$ cat config.mk
export PLATFORM = sky130hd
export DESIGN_NAME = sexpr_pretty_printer
export DESIGN_NICKNAME = d
export VERILOG_FILES = /design/src/rtl/core/spp_pkg.sv /design/src/rtl/core/spp_front.sv /design/src/rtl/core/spp_queue.sv /design/src/rtl/core/spp_back.sv /design/src/rtl/core/sexpr_pretty_printer.sv
export SDC_FILE = /design/constraint.sdc
export NUM_CORES = 1
export LEC_CHECK = 0
export BUFFER_PORTS_ARGS = -buffer_cell sky130_fd_sc_hd__buf_2
export CAP_MARGIN = 25
export CORE_UTILIZATION = 62
export CTS_BUF_LIST = sky130_fd_sc_hd__clkbuf_4 sky130_fd_sc_hd__clkbuf_8
export CTS_CLUSTER_SIZE = 28
export DETAILED_ROUTE_END_ITERATION = 10
export PLACE_DENSITY = 0.83
export SYNTH_ARGS = -nofsm -noshare
export SYNTH_HDL_FRONTEND = slang
export SYNTH_SLANG_ARGS = --single-unit
$ cat constraint.sdc
create_clock -name clk -period 8 [get_ports clk]
set_clock_uncertainty 0.15 [all_clocks]
set_input_delay 0 -clock clk [delete_from_list [all_inputs] [get_ports clk]]
set_output_delay 0 -clock clk [all_outputs]
set_load 0.005 [all_outputs]
$ cat src/rtl/core/spp_pkg.sv
// ----------------------------------------------------------------------------
// spp_pkg
// Shared types and constants for the S-expression pretty printer.
// ----------------------------------------------------------------------------
package spp_pkg;

    localparam int SPP_MAX_DEPTH  = 255;
    localparam int SPP_COLUMN_MAX = 1023;
    localparam int SPP_QUEUE_DEPTH = 2;

    // configuration register indexes
    localparam logic [1:0] REG_QUOTE_CHAR = 2'd0;
    localparam logic [1:0] REG_WRAP_COL   = 2'd1;
    localparam logic [1:0] REG_POINT_COL  = 2'd2;

    localparam logic [7:0] QUOTE_CHAR_RST = 8'd34;
    localparam logic [9:0] WRAP_COL_RST   = 10'd72;
    localparam logic [9:0] POINT_COL_RST  = 10'd99;

    // lead codes
    localparam logic [1:0] LEAD_NONE  = 2'd0;
    localparam logic [1:0] LEAD_SPACE = 2'd1;
    localparam logic [1:0] LEAD_BREAK = 2'd2;

    // characters
    localparam logic [7:0] CH_SP  = 8'h20;
    localparam logic [7:0] CH_TAB = 8'h09;
    localparam logic [7:0] CH_LF  = 8'h0A;
    localparam logic [7:0] CH_CR  = 8'h0D;
    localparam logic [7:0] CH_LP  = 8'h28;
    localparam logic [7:0] CH_RP  = 8'h29;
    localparam logic [7:0] CH_BS  = 8'h5C;
    localparam logic [7:0] CH_X   = 8'h78;
    localparam logic [7:0] CH_Y   = 8'h79;

    // one request from the front to the back
    typedef struct packed {
        logic       is_end;   // flush request carrying the held bytes
        logic [1:0] cnt;      // held byte count (flush only)
        logic [7:0] b0;       // byte to format (normal) or first held byte
        logic [7:0] b1;
        logic [7:0] b2;
        logic       xy;       // "(xy " lookahead hit (normal only)
    } spp_op_t;

    // packed so that it drops straight onto tdata[18:0]
    typedef struct packed {
        logic [7:0] out_byte;
        logic       has_byte;
        logic [7:0] tab_count;
        logic [1:0] lead_kind;
    } spp_res_t;

endpackage

$ cat src/rtl/core/spp_front.sv
// ----------------------------------------------------------------------------
// spp_front
// Input side: three-byte delay line, xy lookahead and request issue.
// ----------------------------------------------------------------------------
module spp_front
    import spp_pkg::*;
(
    input  logic       clk,
    input  logic       rst_n,
    input  logic       in_valid,
    output logic       in_ready,
    input  logic [7:0] in_byte,
    input  logic       in_end,
    output logic       op_push,
    output spp_op_t    op,
    input  logic       q_full
);

    logic [7:0] la_reg [3];
    logic [1:0] cnt_reg;
    logic       take;

    assign in_ready = !q_full;
    assign take     = in_valid && in_ready;

    always_comb
    begin
        op      = '0;
        op_push = 1'b0;
        if (in_end)
        begin
            op.is_end = 1'b1;
            op.cnt    = cnt_reg;
            op.b0     = la_reg[0];
            op.b1     = la_reg[1];
            op.b2     = la_reg[2];
            op_push   = take;
        end
        else
        begin
            op.b0   = la_reg[0];
            op.xy   = (la_reg[1] == CH_X) && (la_reg[2] == CH_Y) && (in_byte == CH_SP);
            op_push = take && (cnt_reg == 2'd3);
        end
    end

    always_ff @(posedge clk or negedge rst_n)
    begin
        if (!rst_n)
        begin
            cnt_reg <= 2'd0;
        end
        else if (take)
        begin
            if (in_end)
                cnt_reg <= 2'd0;
            else if (cnt_reg != 2'd3)
                cnt_reg <= cnt_reg + 2'd1;
        end
    end

    always_ff @(posedge clk)
    begin
        if (take && !in_end)
        begin
            if (cnt_reg == 2'd3)
            begin
                la_reg[0] <= la_reg[1];
                la_reg[1] <= la_reg[2];
                la_reg[2] <= in_byte;
            end
            else
            begin
                la_reg[cnt_reg] <= in_byte;
            end
        end
    end

endmodule

$ cat src/rtl/core/spp_queue.sv
// ----------------------------------------------------------------------------
// spp_queue
// Short request queue between the front and the back.
// ----------------------------------------------------------------------------
module spp_queue
    import spp_pkg::*;
(
    input  logic    clk,
    input  logic    rst_n,
    input  logic    push,
    input  spp_op_t push_op,
    output logic    full,
    input  logic    pop,
    output logic    valid,
    output spp_op_t head
);

    localparam int PTR_W = $clog2(SPP_QUEUE_DEPTH);
    localparam int CNT_W = $clog2(SPP_QUEUE_DEPTH + 1);

    spp_op_t          mem [SPP_QUEUE_DEPTH];
    logic [PTR_W-1:0] wr_reg;
    logic [PTR_W-1:0] rd_reg;
    logic [CNT_W-1:0] cnt_reg;
    logic             do_push;
    logic             do_pop;

    assign full    = (cnt_reg == CNT_W'(SPP_QUEUE_DEPTH));
    assign valid   = (cnt_reg != '0);
    assign head    = mem[rd_reg];
    assign do_push = push && !full;
    assign do_pop  = pop && valid;

    always_ff @(posedge clk or negedge rst_n)
    begin
        if (!rst_n)
        begin
            wr_reg  <= '0;
            rd_reg  <= '0;
            cnt_reg <= '0;
        end
        else
        begin
            if (do_push)
                wr_reg <= (wr_reg == PTR_W'(SPP_QUEUE_DEPTH - 1)) ? '0 : wr_reg + 1'b1;
            if (do_pop)
                rd_reg <= (rd_reg == PTR_W'(SPP_QUEUE_DEPTH - 1)) ? '0 : rd_reg + 1'b1;
            if (do_push && !do_pop)
                cnt_reg <= cnt_reg + 1'b1;
            else if (!do_push && do_pop)
                cnt_reg <= cnt_reg - 1'b1;
        end
    end

    always_ff @(posedge clk)
    begin
        if (do_push)
            mem[wr_reg] <= push_op;
    end

endmodule

$ cat src/rtl/core/spp_back.sv
// ----------------------------------------------------------------------------
// spp_back
// Formatting engine: layout state, flush sequencer and output register.
// ----------------------------------------------------------------------------
module spp_back
    import spp_pkg::*;
#(
    parameter int COLUMN_MAX = SPP_COLUMN_MAX
)
(
    input  logic        clk,
    input  logic        rst_n,
    input  logic [7:0]  quote_char,
    input  logic [9:0]  wrap_column,
    input  logic [9:0]  point_col,
    input  logic        q_valid,
    input  spp_op_t     q_head,
    output logic        q_pop,
    output logic        m_valid,
    input  logic        m_ready,
    output spp_res_t    m_res,
    output logic        m_last
);

    localparam int COL_W = $clog2(COLUMN_MAX + 1);
    localparam int W     = ((COL_W > 10) ? COL_W : 10) + 2;

    localparam logic PH_BYTES = 1'b0;
    localparam logic PH_LAST  = 1'b1;

    // layout state
    logic [7:0]       depth_reg, n_depth;
    logic [COL_W-1:0] col_reg, n_col;
    logic [7:0]       lnb_reg, n_lnb;
    logic             iq_reg, n_iq;
    logic             sp_reg, n_sp;
    logic             mll_reg, n_mll;
    logic             ipl_reg, n_ipl;
    logic             bs_reg, n_bs;

    // flush sequencer
    logic             phase_reg;
    logic [1:0]       idx_reg;
    logic             pend_valid_reg;
    spp_res_t         pend_reg;

    // output register
    logic             m_valid_reg;
    spp_res_t         m_res_reg;
    logic             m_last_reg;

    logic [7:0]       c;
    logic             xy;
    logic             blank;
    logic             p_emit;
    spp_res_t         p_res;
    logic [COL_W-1:0] col1;
    logic [7:0]       dep_dn;
    spp_res_t         t_res;
    logic             t_cond;
    logic             out_room;
    logic             step;
    logic             upd_state;
    logic             clr_state;
    logic             out_load;
    spp_res_t         out_val;
    logic             out_fin;
    logic             pend_load;
    spp_res_t         pend_val;

    function automatic logic [COL_W-1:0] sat_col(input logic [W-1:0] v);
        if (v > W'(COLUMN_MAX))
            return COL_W'(COLUMN_MAX);
        return v[COL_W-1:0];
    endfunction

    // byte under work
    always_comb
    begin
        c  = q_head.b0;
        xy = q_head.xy;
        if (q_head.is_end)
        begin
            xy = 1'b0;
            case (idx_reg)
                2'd1:    c = q_head.b1;
                2'd2:    c = q_head.b2;
                default: c = q_head.b0;
            endcase
        end
    end

    // per-byte formatting decision
    always_comb
    begin
        blank   = (c == CH_SP) || (c == CH_TAB) || (c == CH_LF) || (c == CH_CR);
        n_depth = depth_reg;
        n_col   = col_reg;
        n_lnb   = lnb_reg;
        n_iq    = iq_reg;
        n_sp    = sp_reg;
        n_mll   = mll_reg;
        n_ipl   = ipl_reg;
        n_bs    = bs_reg;
        p_emit  = 1'b0;
        p_res   = '0;
        col1    = col_reg;
        dep_dn  = (depth_reg != 8'd0) ? depth_reg - 8'd1 : 8'd0;
        if (blank && !iq_reg)
        begin
            n_sp = 1'b1;
        end
        else
        begin
            p_emit         = 1'b1;
            p_res.has_byte = 1'b1;
            p_res.out_byte = c;
            n_sp           = 1'b0;
            // settle a held whitespace run
            if (sp_reg && depth_reg != 8'd0 && lnb_reg != CH_LP && c != CH_RP && c != CH_LP)
            begin
                if (ipl_reg || W'(col_reg) < W'(wrap_column))
                begin
                    p_res.lead_kind = LEAD_SPACE;
                    col1            = sat_col(W'(col_reg) + W'(1));
                end
                else
                begin
                    p_res.lead_kind = LEAD_BREAK;
                    p_res.tab_count = depth_reg;
                    col1            = sat_col(W'(depth_reg));
                    n_mll           = 1'b1;
                end
            end
            n_col = sat_col(W'(col1) + W'(1));
            if (c == CH_LP && !iq_reg)
            begin
                if (depth_reg == 8'd0)
                begin
                    n_col = sat_col(W'(col1) + W'(1));
                end
                else if (ipl_reg && xy && W'(col1) < W'(point_col))
                begin
                    p_res.lead_kind = LEAD_SPACE;
                    n_col           = sat_col(W'(col1) + W'(2));
                end
                else
                begin
                    p_res.lead_kind = LEAD_BREAK;
                    p_res.tab_count = depth_reg;
                    n_col           = sat_col(W'(depth_reg) + W'(1));
                end
                n_ipl = xy;
                if (depth_reg < 8'(SPP_MAX_DEPTH))
                    n_depth = depth_reg + 8'd1;
            end
            else if (c == CH_RP && !iq_reg)
            begin
                n_depth = dep_dn;
                if (lnb_reg == CH_RP || mll_reg)
                begin
                    p_res.lead_kind = LEAD_BREAK;
                    p_res.tab_count = dep_dn;
                    n_col           = sat_col(W'(dep_dn) + W'(1));
                    n_mll           = 1'b0;
                end
            end
            else
            begin
                if (c == CH_BS)
                begin
                    n_bs = !bs_reg;
                end
                else
                begin
                    if (c == quote_char && !bs_reg)
                        n_iq = !iq_reg;
                    n_bs = 1'b0;
                end
            end
            n_lnb = c;
        end
    end

    // trailing space or break at end of text
    always_comb
    begin
        t_cond = sp_reg && depth_reg != 8'd0 && lnb_reg != CH_LP;
        t_res  = '0;
        if (ipl_reg || W'(col_reg) < W'(wrap_column))
        begin
            t_res.lead_kind = LEAD_SPACE;
        end
        else
        begin
            t_res.lead_kind = LEAD_BREAK;
            t_res.tab_count = depth_reg;
        end
    end

    // sequencing
    always_comb
    begin
        out_room  = !m_valid_reg || m_ready;
        step      = q_valid && out_room;
        upd_state = 1'b0;
        clr_state = 1'b0;
        out_load  = 1'b0;
        out_val   = p_res;
        out_fin   = 1'b0;
        pend_load = 1'b0;
        pend_val  = p_res;
        q_pop     = 1'b0;
        if (step)
        begin
            if (!q_head.is_end)
            begin
                upd_state = 1'b1;
                out_load  = p_emit;
                q_pop     = 1'b1;
            end
            else if (phase_reg == PH_LAST)
            begin
                out_load  = pend_valid_reg;
                out_val   = pend_reg;
                out_fin   = 1'b1;
                clr_state = 1'b1;
                q_pop     = 1'b1;
            end
            else if (idx_reg < q_head.cnt)
            begin
                // hold each flushed result until the next one so the last one can be marked
                upd_state = 1'b1;
                out_load  = p_emit && pend_valid_reg;
                out_val   = pend_reg;
                pend_load = p_emit;
            end
            else
            begin
                out_load  = t_cond && pend_valid_reg;
                out_val   = pend_reg;
                pend_load = t_cond;
                pend_val  = t_res;
            end
        end
    end

    always_ff @(posedge clk or negedge rst_n)
    begin
        if (!rst_n)
        begin
            depth_reg      <= '0;
            col_reg        <= '0;
            lnb_reg        <= '0;
            iq_reg         <= 1'b0;
            sp_reg         <= 1'b0;
            mll_reg        <= 1'b0;
            ipl_reg        <= 1'b0;
            bs_reg         <= 1'b0;
            phase_reg      <= PH_BYTES;
            idx_reg        <= 2'd0;
            pend_valid_reg <= 1'b0;
            m_valid_reg    <= 1'b0;
        end
        else
        begin
            if (clr_state)
            begin
                depth_reg <= '0;
                col_reg   <= '0;
                lnb_reg   <= '0;
                iq_reg    <= 1'b0;
                sp_reg    <= 1'b0;
                mll_reg   <= 1'b0;
                ipl_reg   <= 1'b0;
                bs_reg    <= 1'b0;
            end
            else if (upd_state)
            begin
                depth_reg <= n_depth;
                col_reg   <= n_col;
                lnb_reg   <= n_lnb;
                iq_reg    <= n_iq;
                sp_reg    <= n_sp;
                mll_reg   <= n_mll;
                ipl_reg   <= n_ipl;
                bs_reg    <= n_bs;
            end

            if (step && q_head.is_end)
            begin
                unique case (phase_reg)
                    PH_BYTES:
                    begin
                        if (idx_reg < q_head.cnt)
                            idx_reg <= idx_reg + 2'd1;
                        else
                            phase_reg <= PH_LAST;
                    end
                    PH_LAST:
                    begin
                        phase_reg <= PH_BYTES;
                        idx_reg   <= 2'd0;
                    end
                    default:
                    begin
                        phase_reg <= PH_BYTES;
                    end
                endcase
            end

            if (clr_state)
                pend_valid_reg <= 1'b0;
            else if (pend_load)
                pend_valid_reg <= 1'b1;

            if (out_load)
                m_valid_reg <= 1'b1;
            else if (m_ready)
                m_valid_reg <= 1'b0;
        end
    end

    always_ff @(posedge clk)
    begin
        if (pend_load)
            pend_reg <= pend_val;
        if (out_load)
        begin
            m_res_reg  <= out_val;
            m_last_reg <= out_fin;
        end
    end

    assign m_valid = m_valid_reg;
    assign m_res   = m_res_reg;
    assign m_last  = m_last_reg;

    // a held result only exists while a flush request is at the queue head
    assert property (@(posedge clk) disable iff (!rst_n)
        pend_valid_reg |-> (q_valid && q_head.is_end))
        else $error("held result outside a flush");

    assert property (@(posedge clk) disable iff (!rst_n)
        (phase_reg == PH_LAST) |-> (q_valid && q_head.is_end && idx_reg == q_head.cnt))
        else $error("flush sequencer out of step");

    assert property (@(posedge clk) disable iff (!rst_n)
        (step && q_head.is_end && phase_reg == PH_LAST) |=>
            (depth_reg == 8'd0 && col_reg == '0 && !pend_valid_reg && !iq_reg))
        else $error("stream state not cleared after flush");

    assert property (@(posedge clk) disable iff (!rst_n)
        (m_valid_reg && m_res_reg.lead_kind != LEAD_BREAK) |-> (m_res_reg.tab_count == 8'd0))
        else $error("tabs without a line break");

    assert property (@(posedge clk) disable iff (!rst_n)
        (m_valid_reg && !m_res_reg.has_byte) |-> (m_last_reg && m_res_reg.out_byte == 8'd0))
        else $error("trailing break not marked last");

endmodule

$ cat src/rtl/core/sexpr_pretty_printer.sv
// ----------------------------------------------------------------------------
// sexpr_pretty_printer
// Reformats S-expression text arriving one byte per request.
// ----------------------------------------------------------------------------
// Input stream: s_tdata[7:0] carries a source byte; s_tlast marks the end of
// the text (its data byte is ignored) and flushes the held bytes, up to three.
// Output stream: each request is one output byte with its lead (none, space
// or newline plus tab_count tabs); has_byte low marks a trailing space or
// break and m_tlast marks the last result of a text.
// Throughput: one source byte per cycle while the queue has room. The first
// three bytes of a text are only held in the delay line; after that each
// byte releases at most one result, loaded into the output register when its
// request is taken at the back end (m_tvalid rises once an accepted byte has
// passed the queue and the output register). The flush sequencer steps an end
// request through its held bytes, one per cycle while the output has room.
// A receiver stall holds the output register; the two-entry queue absorbs
// further input, then s_tready drops until the back end moves again.
// Reset clears all stream state and loads the register defaults; registers
// are written over the APB port and keep their values across texts.
// ----------------------------------------------------------------------------
module sexpr_pretty_printer
    import spp_pkg::*;
#(
    parameter int COLUMN_MAX = SPP_COLUMN_MAX
)
(
    input  logic        clk,
    input  logic        rst_n,
    // input stream
    input  logic        s_tvalid,
    output logic        s_tready,
    input  logic [7:0]  s_tdata,   // [7:0] text_byte
    input  logic        s_tlast,   // end_of_text
    // output stream
    output logic        m_tvalid,
    input  logic        m_tready,
    output logic [23:0] m_tdata,   // [1:0] lead_kind, [9:2] tab_count, [10] has_byte,
                                   // [18:11] out_byte, [23:19] zero
    output logic        m_tlast,   // final_result
    // configuration
    input  logic        psel,
    input  logic        penable,
    input  logic        pwrite,
    input  logic [3:0]  paddr,
    input  logic [31:0] pwdata,
    output logic [31:0] prdata,
    output logic        pready
);

    logic [7:0] quote_char_reg;
    logic [9:0] wrap_col_reg;
    logic [9:0] point_col_reg;
    logic       wr_en;

    spp_op_t    push_op;
    logic       push;
    logic       q_full;
    logic       q_valid;
    spp_op_t    q_head;
    logic       q_pop;
    spp_res_t   res;

    assign pready = 1'b1;
    assign wr_en  = psel && penable && pwrite && pready;

    always_ff @(posedge clk or negedge rst_n)
    begin
        if (!rst_n)
        begin
            quote_char_reg <= QUOTE_CHAR_RST;
            wrap_col_reg   <= WRAP_COL_RST;
            point_col_reg  <= POINT_COL_RST;
        end
        else if (wr_en)
        begin
            case (paddr[3:2])
                REG_QUOTE_CHAR: quote_char_reg <= pwdata[7:0];
                REG_WRAP_COL:   wrap_col_reg   <= pwdata[9:0];
                REG_POINT_COL:  point_col_reg  <= pwdata[9:0];
                default:        ;
            endcase
        end
    end

    always_comb
    begin
        unique case (paddr[3:2])
            REG_QUOTE_CHAR: prdata = {24'd0, quote_char_reg};
            REG_WRAP_COL:   prdata = {22'd0, wrap_col_reg};
            REG_POINT_COL:  prdata = {22'd0, point_col_reg};
            default:        prdata = 32'd0;
        endcase
    end

    spp_front u_front (
        .clk      (clk),
        .rst_n    (rst_n),
        .in_valid (s_tvalid),
        .in_ready (s_tready),
        .in_byte  (s_tdata),
        .in_end   (s_tlast),
        .op_push  (push),
        .op       (push_op),
        .q_full   (q_full)
    );

    spp_queue u_queue (
        .clk     (clk),
        .rst_n   (rst_n),
        .push    (push),
        .push_op (push_op),
        .full    (q_full),
        .pop     (q_pop),
        .valid   (q_valid),
        .head    (q_head)
    );

    spp_back #(
        .COLUMN_MAX (COLUMN_MAX)
    ) u_back (
        .clk         (clk),
        .rst_n       (rst_n),
        .quote_char  (quote_char_reg),
        .wrap_column (wrap_col_reg),
        .point_col   (point_col_reg),
        .q_valid     (q_valid),
        .q_head      (q_head),
        .q_pop       (q_pop),
        .m_valid     (m_tvalid),
        .m_ready     (m_tready),
        .m_res       (res),
        .m_last      (m_tlast)
    );

    assign m_tdata = {5'd0, res};

endmodule
==> run_results.csv, run 1 <==
group,metric,value,unit
run_status,outcome,"complete, no violations",
clock_network,cts_inserted_buffers,17,
worst_setup_path,timing.critical_path.cells,"inv_1, ha_1, or4b_1, nand2b_1, o211ai_1, a21oi_2, buf_4, nand2_1, and2_1, inv_1, ha_1, a21oi_1, nor2b_1, o21ai_0, o2111ai_1, nor3b_1, a211o_1, or2_1, o21ai_4, a22o_1, a22o_1",
worst_setup_path,worstSetupStartpointType,"flop",
clock_network,cts_post_setup_buffers_inserted,0,
worst_setup_path,worst-path-max-fanout,13,
logic_synthesis,synth_cell_type_count,82,
clock_network,htree_levels,4,
placement,dp_hpwl,19.27,mm
detailed_routing,drt_drc_violations_left,0,
job,maxCapViolations,0,
placement,finalWeightedCongestion,1.001,
sta,timing.final.ws_setup,1.505,ns
worst_setup_path,category_of_the_worst_setup_path_capture_point,"flop",
layout,largest_register_ff_count,56,
worst_setup_path,data_required_time_of_the_worst_path,8.09,ns
sta,slew_headroom,30.47,%
worst_hold_path,hold_path_depth,5,
detailed_routing,remaining_number_of_nets_flagged_by_the_antenna_check_after_routing,0,
logic_synthesis,synthFlopType,"sky130_fd_sc_hd__edfxtp_1",
clock_network,clockBufferDepth,2,
layout,fin_area,12230,sq um
logic_synthesis,yosysTopAreaCell,"sky130_fd_sc_hd__edfxtp_1",
worst_setup_path,worst_path_max_delay_cell,"sky130_fd_sc_hd__a21oi_2",
logic_synthesis,synth_top_cells_by_area,"sky130_fd_sc_hd__edfxtp_1 32%, sky130_fd_sc_hd__dfrtp_1 14%, sky130_fd_sc_hd__mux2_2 4.8%, sky130_fd_sc_hd__nand2_1 4.0%, sky130_fd_sc_hd__ha_1 3.7%",
placement,place.detailed.instances,1324,
detailed_routing,route.vias.total,8803,
logic_synthesis,synth_enable_flop_cells,119,
global_routing,grt_antenna_before_repair,0,
sta,grt_setup_unrepaired,"false",
sta,layout_worst_path_cycle_share,81.19,%
logic_synthesis,post_synth.cell_area_avg,10.27,sq um
clock_network,clk_latency,0.48,ns
placement,postPlaceCellArea,11470,sq um
logic_synthesis,synth_seq_cells,189,
detailed_routing,routed_via_density,6.338,
logic_synthesis,cell_area_after_synthesis,11120,sq um
power,p_seq_share,34.1,%
clock_network,root_buffer_selected_by_cts,"sky130_fd_sc_hd__clkbuf_8",
clock_network,path_clk_slew,0.11,ns
worst_setup_path,arrival_time_at_the_worst_endpoint,6.58,ns
power,switchingPower,0.002201,W
clock_network,cts_sinks,189,
detailed_routing,drt_pass_1_iters,7,
die,floorplan.die_area,18480,sq um
power,power.clock.fraction,13.6,%
worst_hold_path,min_path_type,"primary input to flop",
global_routing,global_route.overflow_total,0,
logic_synthesis,postSynthCellCount,1083,
die,die_y,136.0,um
placement,port_buffers,59,
die,die_width,136.0,um
logic_synthesis,yosys.area.top_type_share,32.12,%
sta,post-route-min-period,6.495,ns
power,netSwitchingFraction,46.09,%
power,peakVddDrop,0.5093,mV
layout,area.sequential,5335,sq um
global_routing,first_global_vias,8515,
power,power.share.combinational,52.3,%
logic_synthesis,synth.yosys.seq_area_share,47.96,%
detailed_routing,routedWlPerCell,19.62,um
layout,layoutNonFillerInstCount,1389,
layout,area.growth.synth_to_final,9.965,%
placement,post-place-ws,1.699,ns
worst_setup_path,slowest_delay,0.67,ns
logic_synthesis,yosysWarnings,0,
die,floorplan.core_area,17420,sq um
layout,final_layout_size_suffix_gt1_share,16.41,%
sta,setup-violations-final,0,
sta,setup_total_negative_slack,0,ns
sta,finalHoldViolations,0,
logic_synthesis,async_flop_share,37.04,%
worst_setup_path,critPathKind,"flop to flop",
global_routing,largest_net_degree_at_the_start_of_global_routing,71,
global_routing,grt_first_pass_wirelength,43.28,mm
global_routing,grtUsageTotal,30.59,%
layout,antennaDiodeCount,0,
die,ioPinCount,112,
power,p_int,0.002574,W
layout,multi_input_gate_area_in_the_final_layout,5260,sq um
clock_network,tritoncts,"done",
die,start_util,63.87,%
sta,worst_hold_margin,0.1121,ns
layout,final_nets,1236,
power,p_leak,4.827,nW
worst_setup_path,ff2ff_path_depth,21,
sta,timing_worst_slew_pin_value,1.043,ns
die,row_count,48,
power,power.density_cell_area,390.4,nW/um^2
sta,achievable-frequency,154.0,MHz
detailed_routing,wl,27.25,mm
sta,max_slew_violation_total_from_the_final_report,0,
detailed_routing,drt_iter0_markers,895,
layout,fillers,1291,
-- power groups by stage --
| stage | sequential, W | clock (W) | combinational, W |
|---|---|---|---|
| 2_1_floorplan | 0.00153 | 0 | 0.00189 |
| 3_3_place_gp | 0.00163 | 0 | 0.00236 |
| 3_5_place_dp | 0.00164 | 0 | 0.00242 |
| 4_1_cts | 0.00162 | 0.000661 | 0.00245 |
| 5_1_grt | 0.00165 | 0.000695 | 0.00272 |
| 6_report | 0.00163 | 0.000652 | 0.00250 |
-- cell usage after synthesis (all sizes together), types with 4 or more instances --
library cell / instances
nor4b: 4
a31oi: 13
a22o: 18
a21oi: 36
mux2: 48
nor2b: 11
nand2: 120
a22oi: 10
nor4bb: 4
xor2: 13
ha: 33
nand2b: 9
dfstp: 8
nor3b: 6
nand3: 34
o2111ai: 5
nand4: 12
o211ai: 10
o21a: 6
edfxtp: 119
o22ai: 10
o21ai: 80
nor4: 7
dfrtp: 62
o31a: 4
nor3: 15
clkbuf: 43
or3: 5
a21o: 6
mux4: 4
and3: 10
o31ai: 13
inv: 48
buf: 41
and2: 23
nor2: 88
xnor2: 24
mux2i: 32
-- cell type report --
type	instances	share of cell area [%]
clock buffers	17	1.913
clock inverters	15	1.493
inverters	49	1.504
multi-input cells	787	43.00
flip-flops and latches	189	43.61
well taps	225	2.301
repair buffers	107	6.178
-- worst max-delay path: cells and delay by family (launching register included) --
family,cells,cell delay [ns]
DFF,1,0.58
and+or+nand+nor,7,1.73
adders and majority gates,2,0.54
buffers and inverters,3,0.63
AOI/OAI and AO/OA,9,2.63
-- placed cells by master, fill, tap and decap left out, types with 8 or more instances in the layout --
| cell type | instances |
|---|---|
| sky130_fd_sc_hd__nand2_1 | 120 |
| sky130_fd_sc_hd__edfxtp_1 | 119 |
| sky130_fd_sc_hd__nor2_1 | 86 |
| sky130_fd_sc_hd__o21ai_0 | 72 |
| sky130_fd_sc_hd__dfrtp_1 | 62 |
| sky130_fd_sc_hd__buf_2 | 59 |
| sky130_fd_sc_hd__inv_1 | 48 |
| sky130_fd_sc_hd__mux2_2 | 47 |
| sky130_fd_sc_hd__a21oi_1 | 35 |
| sky130_fd_sc_hd__nand3_1 | 33 |
| sky130_fd_sc_hd__ha_1 | 33 |
| sky130_fd_sc_hd__dlygate4sd3_1 | 32 |
| sky130_fd_sc_hd__conb_1 | 28 |
| sky130_fd_sc_hd__mux2i_1 | 27 |
| sky130_fd_sc_hd__xnor2_1 | 24 |
| sky130_fd_sc_hd__and2_1 | 23 |
| sky130_fd_sc_hd__a22o_1 | 18 |
| sky130_fd_sc_hd__clkbuf_8 | 17 |
| sky130_fd_sc_hd__buf_4 | 15 |
| sky130_fd_sc_hd__a31oi_1 | 13 |
| sky130_fd_sc_hd__o31ai_1 | 13 |
| sky130_fd_sc_hd__xor2_1 | 13 |
| sky130_fd_sc_hd__nand4_1 | 12 |
| sky130_fd_sc_hd__nor3_1 | 12 |
| sky130_fd_sc_hd__nor2b_1 | 11 |
| sky130_fd_sc_hd__o211ai_1 | 10 |
| sky130_fd_sc_hd__and3_1 | 10 |
| sky130_fd_sc_hd__nand2b_1 | 9 |
| sky130_fd_sc_hd__a22oi_1 | 9 |
| sky130_fd_sc_hd__o22ai_1 | 9 |
| sky130_fd_sc_hd__dfstp_2 | 8 |
-- logic make-up after synthesis --
logic type	synth area share [%]
mux	8.874
xor+xnor	2.913
simple gates	15.73
compound gates	14.93
fa+ha+maj	3.712
other cells	0.06751
flops	47.96
buf+inv	5.815
-- through the flow --
step           util [%]  power, W
2_1_floorplan         -  0.003421
3_3_place_gp      65.85  0.003990
3_5_place_dp      65.85  0.004063
4_1_cts           70.02  0.004730
5_1_grt           70.24  0.005069
6_report          70.24  0.004776
-- per-layer routing --
| layer | part of all wire [%] | global-route usage, % | vias up |
|---|---|---|---|
| met4 | 3.8 | 13.15 | 0 |
| met1 | 39 | 37.66 | 4259 |
| li1 | - | - | 4049 |
| met3 | 7.2 | 6.450 | 96 |
| met2 | 50 | 51.98 | 399 |
| met5 | 0 | 0 | - |
-- worst paths after layout --
| kind | start | slack (ns) | endpoint |
|---|---|---|---|
| min in group asynchronous | rst_n | 0.37 | u_back.col_reg[2] |
| min | paddr[2] | 0.11 | wrap_col_reg[3] |
| max in group asynchronous | rst_n | 6.73 | point_col_reg[5] |
| max reg2reg | u_back.depth_reg[0] | 1.50 | u_back.m_res[4] |
| min reg2reg | u_front.la_reg[0][0] | 0.31 | u_queue.mem[0][17] |
| max | u_back.depth_reg[0] | 1.50 | u_back.m_res[4] |
-- what timing repair did --
item / 4_1_cts / 5_1_grt
hold buffers: 31 / 1
hold endpoints to repair: 158 / 12
endpoints found under the setup margin: 0 / 0
gates resized for setup: 0 / 0
No activity file was read; power rests on OpenSTA's default activity.
==> inputs of run 2 (changes only) <==
--- a/config.mk
+++ b/config.mk
@@ -7,11 +7,11 @@
 export LEC_CHECK = 0
 export BUFFER_PORTS_ARGS = -buffer_cell sky130_fd_sc_hd__buf_2
 export CAP_MARGIN = 25
-export CORE_UTILIZATION = 62
+export CORE_UTILIZATION = 56
 export CTS_BUF_LIST = sky130_fd_sc_hd__clkbuf_4 sky130_fd_sc_hd__clkbuf_8
 export CTS_CLUSTER_SIZE = 28
 export DETAILED_ROUTE_END_ITERATION = 10
-export PLACE_DENSITY = 0.83
+export PLACE_DENSITY = 0.79
 export SYNTH_ARGS = -nofsm -noshare
 export SYNTH_HDL_FRONTEND = slang
 export SYNTH_SLANG_ARGS = --single-unit
==> constraint.sdc (replaced) <==
create_clock -name clk -period 5.75 [get_ports clk]
set_clock_uncertainty 0.15 [all_clocks]
set_input_delay 0 -clock clk [delete_from_list [all_inputs] [get_ports clk]]
set_output_delay 0 -clock clk [all_outputs]
set_load 0.005 [all_outputs]
==> run 2 against run 1 <==
Against the previous run: power grew 42%; critical path type unchanged; count of clock-buffer cells in the layout stayed put; combinational power up 48%; sequential share of layout area decreased by 0.73 points; die area rose by 11%; core utilization down 6.3 points.
==> run_results.csv, run 2 (synthesized netlist as in run 1, its figures left out) <==
group,metric,value,unit
detailed_routing,drt_drc_violations_left,0,
sta,slew_headroom,29.05,%
placement,port_buffers,59,
clock_network,tritoncts,"done",
die,row_count,51,
die,die_y,142.9,um
sta,timing_worst_slew_pin_value,1.060,ns
worst_setup_path,worstSetupStartpointType,"flop",
worst_setup_path,data_required_time_of_the_worst_path,5.90,ns
worst_setup_path,path_buf_inv,4,
die,floorplan.core_area,19460,sq um
sta,post-route-min-period,5.469,ns
layout,mostFrequentLayoutCells,"120 x sky130_fd_sc_hd__nand2_1, 119 x sky130_fd_sc_hd__edfxtp_1, 86 x sky130_fd_sc_hd__nor2_1",
power,peakVddDrop,0.2791,mV
detailed_routing,routed_via_density,6.170,
worst_setup_path,worst-path-max-fanout,8,
die,die_width,142.9,um
power,power.total,0.006781,W
worst_setup_path,critPathKind,"flop to flop",
clock_network,cts_sinks,189,
layout,fin_area,12440,sq um
layout,area.growth.synth_to_final,11.85,%
power,power.share.combinational,54.6,%
job,maxCapViolations,0,
clock_network,htree_levels,4,
layout,leading_cell_type_in_the_layout_fill_and_taps_excluded,"sky130_fd_sc_hd__nand2_1",
sta,finalHoldViolations,0,
die,ioPinCount,112,
worst_setup_path,category_of_the_worst_setup_path_capture_point,"flop",
sta,layout_worst_path_cycle_share,95.11,%
clock_network,path_clk_slew,0.12,ns
global_routing,grtUsageTotal,28.88,%
layout,antennaDiodeCount,0,
worst_setup_path,timing.critical_path.max_delay_family,"compound AO/OA/AOI/OAI gates",
global_routing,first_global_vias,8626,
placement,place.detailed.instances,1386,
layout,largest_register_ff_count,56,
placement,postPlaceCellArea,11710,sq um
layout,final_nets,1262,
detailed_routing,route.vias.total,8971,
detailed_routing,wl,28.51,mm
power,power.density_cell_area,545.0,nW/um^2
placement,dp_hpwl,20.18,mm
sta,max_slew_violation_total_from_the_final_report,0,
worst_hold_path,min_path_type,"primary input to flop",
sta,achievable-frequency,182.9,MHz
global_routing,largest_net_degree_at_the_start_of_global_routing,71,
placement,finalWeightedCongestion,1.006,
clock_network,cts_inserted_buffers,17,
detailed_routing,drt_iter0_markers,1004,
detailed_routing,routedWlPerCell,19.61,um
sta,setup_total_negative_slack,0,ns
worst_setup_path,path_common_cell,"sky130_fd_sc_hd__inv_1",
global_routing,grt_antenna_before_repair,0,
power,p_leak,4.931,nW
power,p_int,0.003689,W
power,p_seq_share,33.0,%
layout,post-route-util,63.93,%
clock_network,root_buffer_selected_by_cts,"sky130_fd_sc_hd__clkbuf_8",
global_routing,grt_first_pass_wirelength,44.91,mm
detailed_routing,remaining_number_of_nets_flagged_by_the_antenna_check_after_routing,0,
die,start_util,57.16,%
clock_network,clk_latency,0.49,ns
detailed_routing,drt_pass_1_iters,6,
power,netSwitchingFraction,45.61,%
global_routing,global_route.overflow_total,0,
clock_network,clockBufferDepth,2,
layout,final_layout_size_suffix_gt1_share,18.42,%
power,switchingPower,0.003093,W
worst_setup_path,arrival_time_at_the_worst_endpoint,5.61,ns
worst_setup_path,timing.critical_path.cells,"inv_1, ha_1, or4b_1, nand2b_1, o211ai_1, inv_1, o21ai_4, nor2_1, o22ai_1, inv_1, ha_1, a21o_1, a21o_1, a21oi_1, o2111ai_1, nor3b_1, a211o_1, buf_4, and3_1, o211ai_1, o21ai_0",
worst_setup_path,worst_path_max_delay_cell,"sky130_fd_sc_hd__or4b_1",
sta,setup-violations-final,0,
die,floorplan.die_area,20430,sq um
layout,layoutNonFillerInstCount,1454,
run_status,outcome,"complete, no violations",
power,power.clock.fraction,12.4,%
worst_setup_path,slowest_delay,0.51,ns
[run 2: tightest hold or removal path, cell delays in order]
cell,delay (ns)
sky130_fd_sc_hd__buf_2,0.22
sky130_fd_sc_hd__nor3b_2,0.27
sky130_fd_sc_hd__nand2_1,0.08
sky130_fd_sc_hd__o21ai_0,0.06
[run 2: path summary, 6_finish.rpt]
check | start | to | slack [ns] | cells past startpoint
min in group asynchronous | rst_n | point_col_reg[9] | 0.11 | 3
hold reg to reg | u_front.la_reg[0][5] | u_queue.mem[1][22] | 0.32 | 0
setup / recovery | u_back.depth_reg[1] | u_back.m_res[0] | 0.28 | 21
hold / removal | paddr[2] | wrap_col_reg[2] | 0.03 | 4
max in group asynchronous | rst_n | u_queue.rd_reg | 4.62 | 3
setup reg to reg | u_back.depth_reg[1] | u_back.m_res[0] | 0.28 | 21
[run 2: metal layers]
| layer | wire, um | part of all wire [%] | global-route usage, % |
|---|---|---|---|
| met1 | 11180 | 39 | 35.92 |
| met2 | 14390 | 50 | 49.42 |
| met3 | 2061 | 7.2 | 4.930 |
| met4 | 883 | 3.1 | 12.56 |
| met5 | 0 | 0 | 0 |
[run 2: power groups by stage]
stage	Combinational (W)	Clock (W)	Sequential (W)
2_1_floorplan	0.00263	0	0.00213
3_3_place_gp	0.00349	0	0.00224
3_5_place_dp	0.00357	0	0.00225
4_1_cts	0.00362	0.000855	0.00223
5_1_grt	0.00403	0.000899	0.00228
6_report	0.00370	0.000841	0.00224
[run 2: layout make-up]
| type | instances | area (sq um) |
|---|---|---|
| Timing Repair Buffer | 133 | 949.7 |
| Multi-Input combinational cell | 787 | 5273 |
| Sequential cell | 189 | 5336 |
| Fill cell | 1506 | 7019 |
| Clock buffer | 17 | 234.0 |
| Inverter | 49 | 183.9 |
| Clock inverter | 14 | 135.1 |
| Tap cell | 265 | 331.6 |
[run 2: repair_timing]
action,in CTS,in global routing
gates resized for setup,0,2
setup buffers,0,3
hold endpoints to repair,160,0
hold buffers,33,0
endpoints found under the setup margin,0,13
[run 2: metrics by stage]
step,hold slack [ns],setup slack [ns]
after CTS,0.03658,0.2244
after floorplan,-0.4456,0.6525
after global placement,0.07172,0.4284
final,0.02596,0.2812
after detailed placement,0.07712,0.2436
after global routing,0.05968,-0.01650
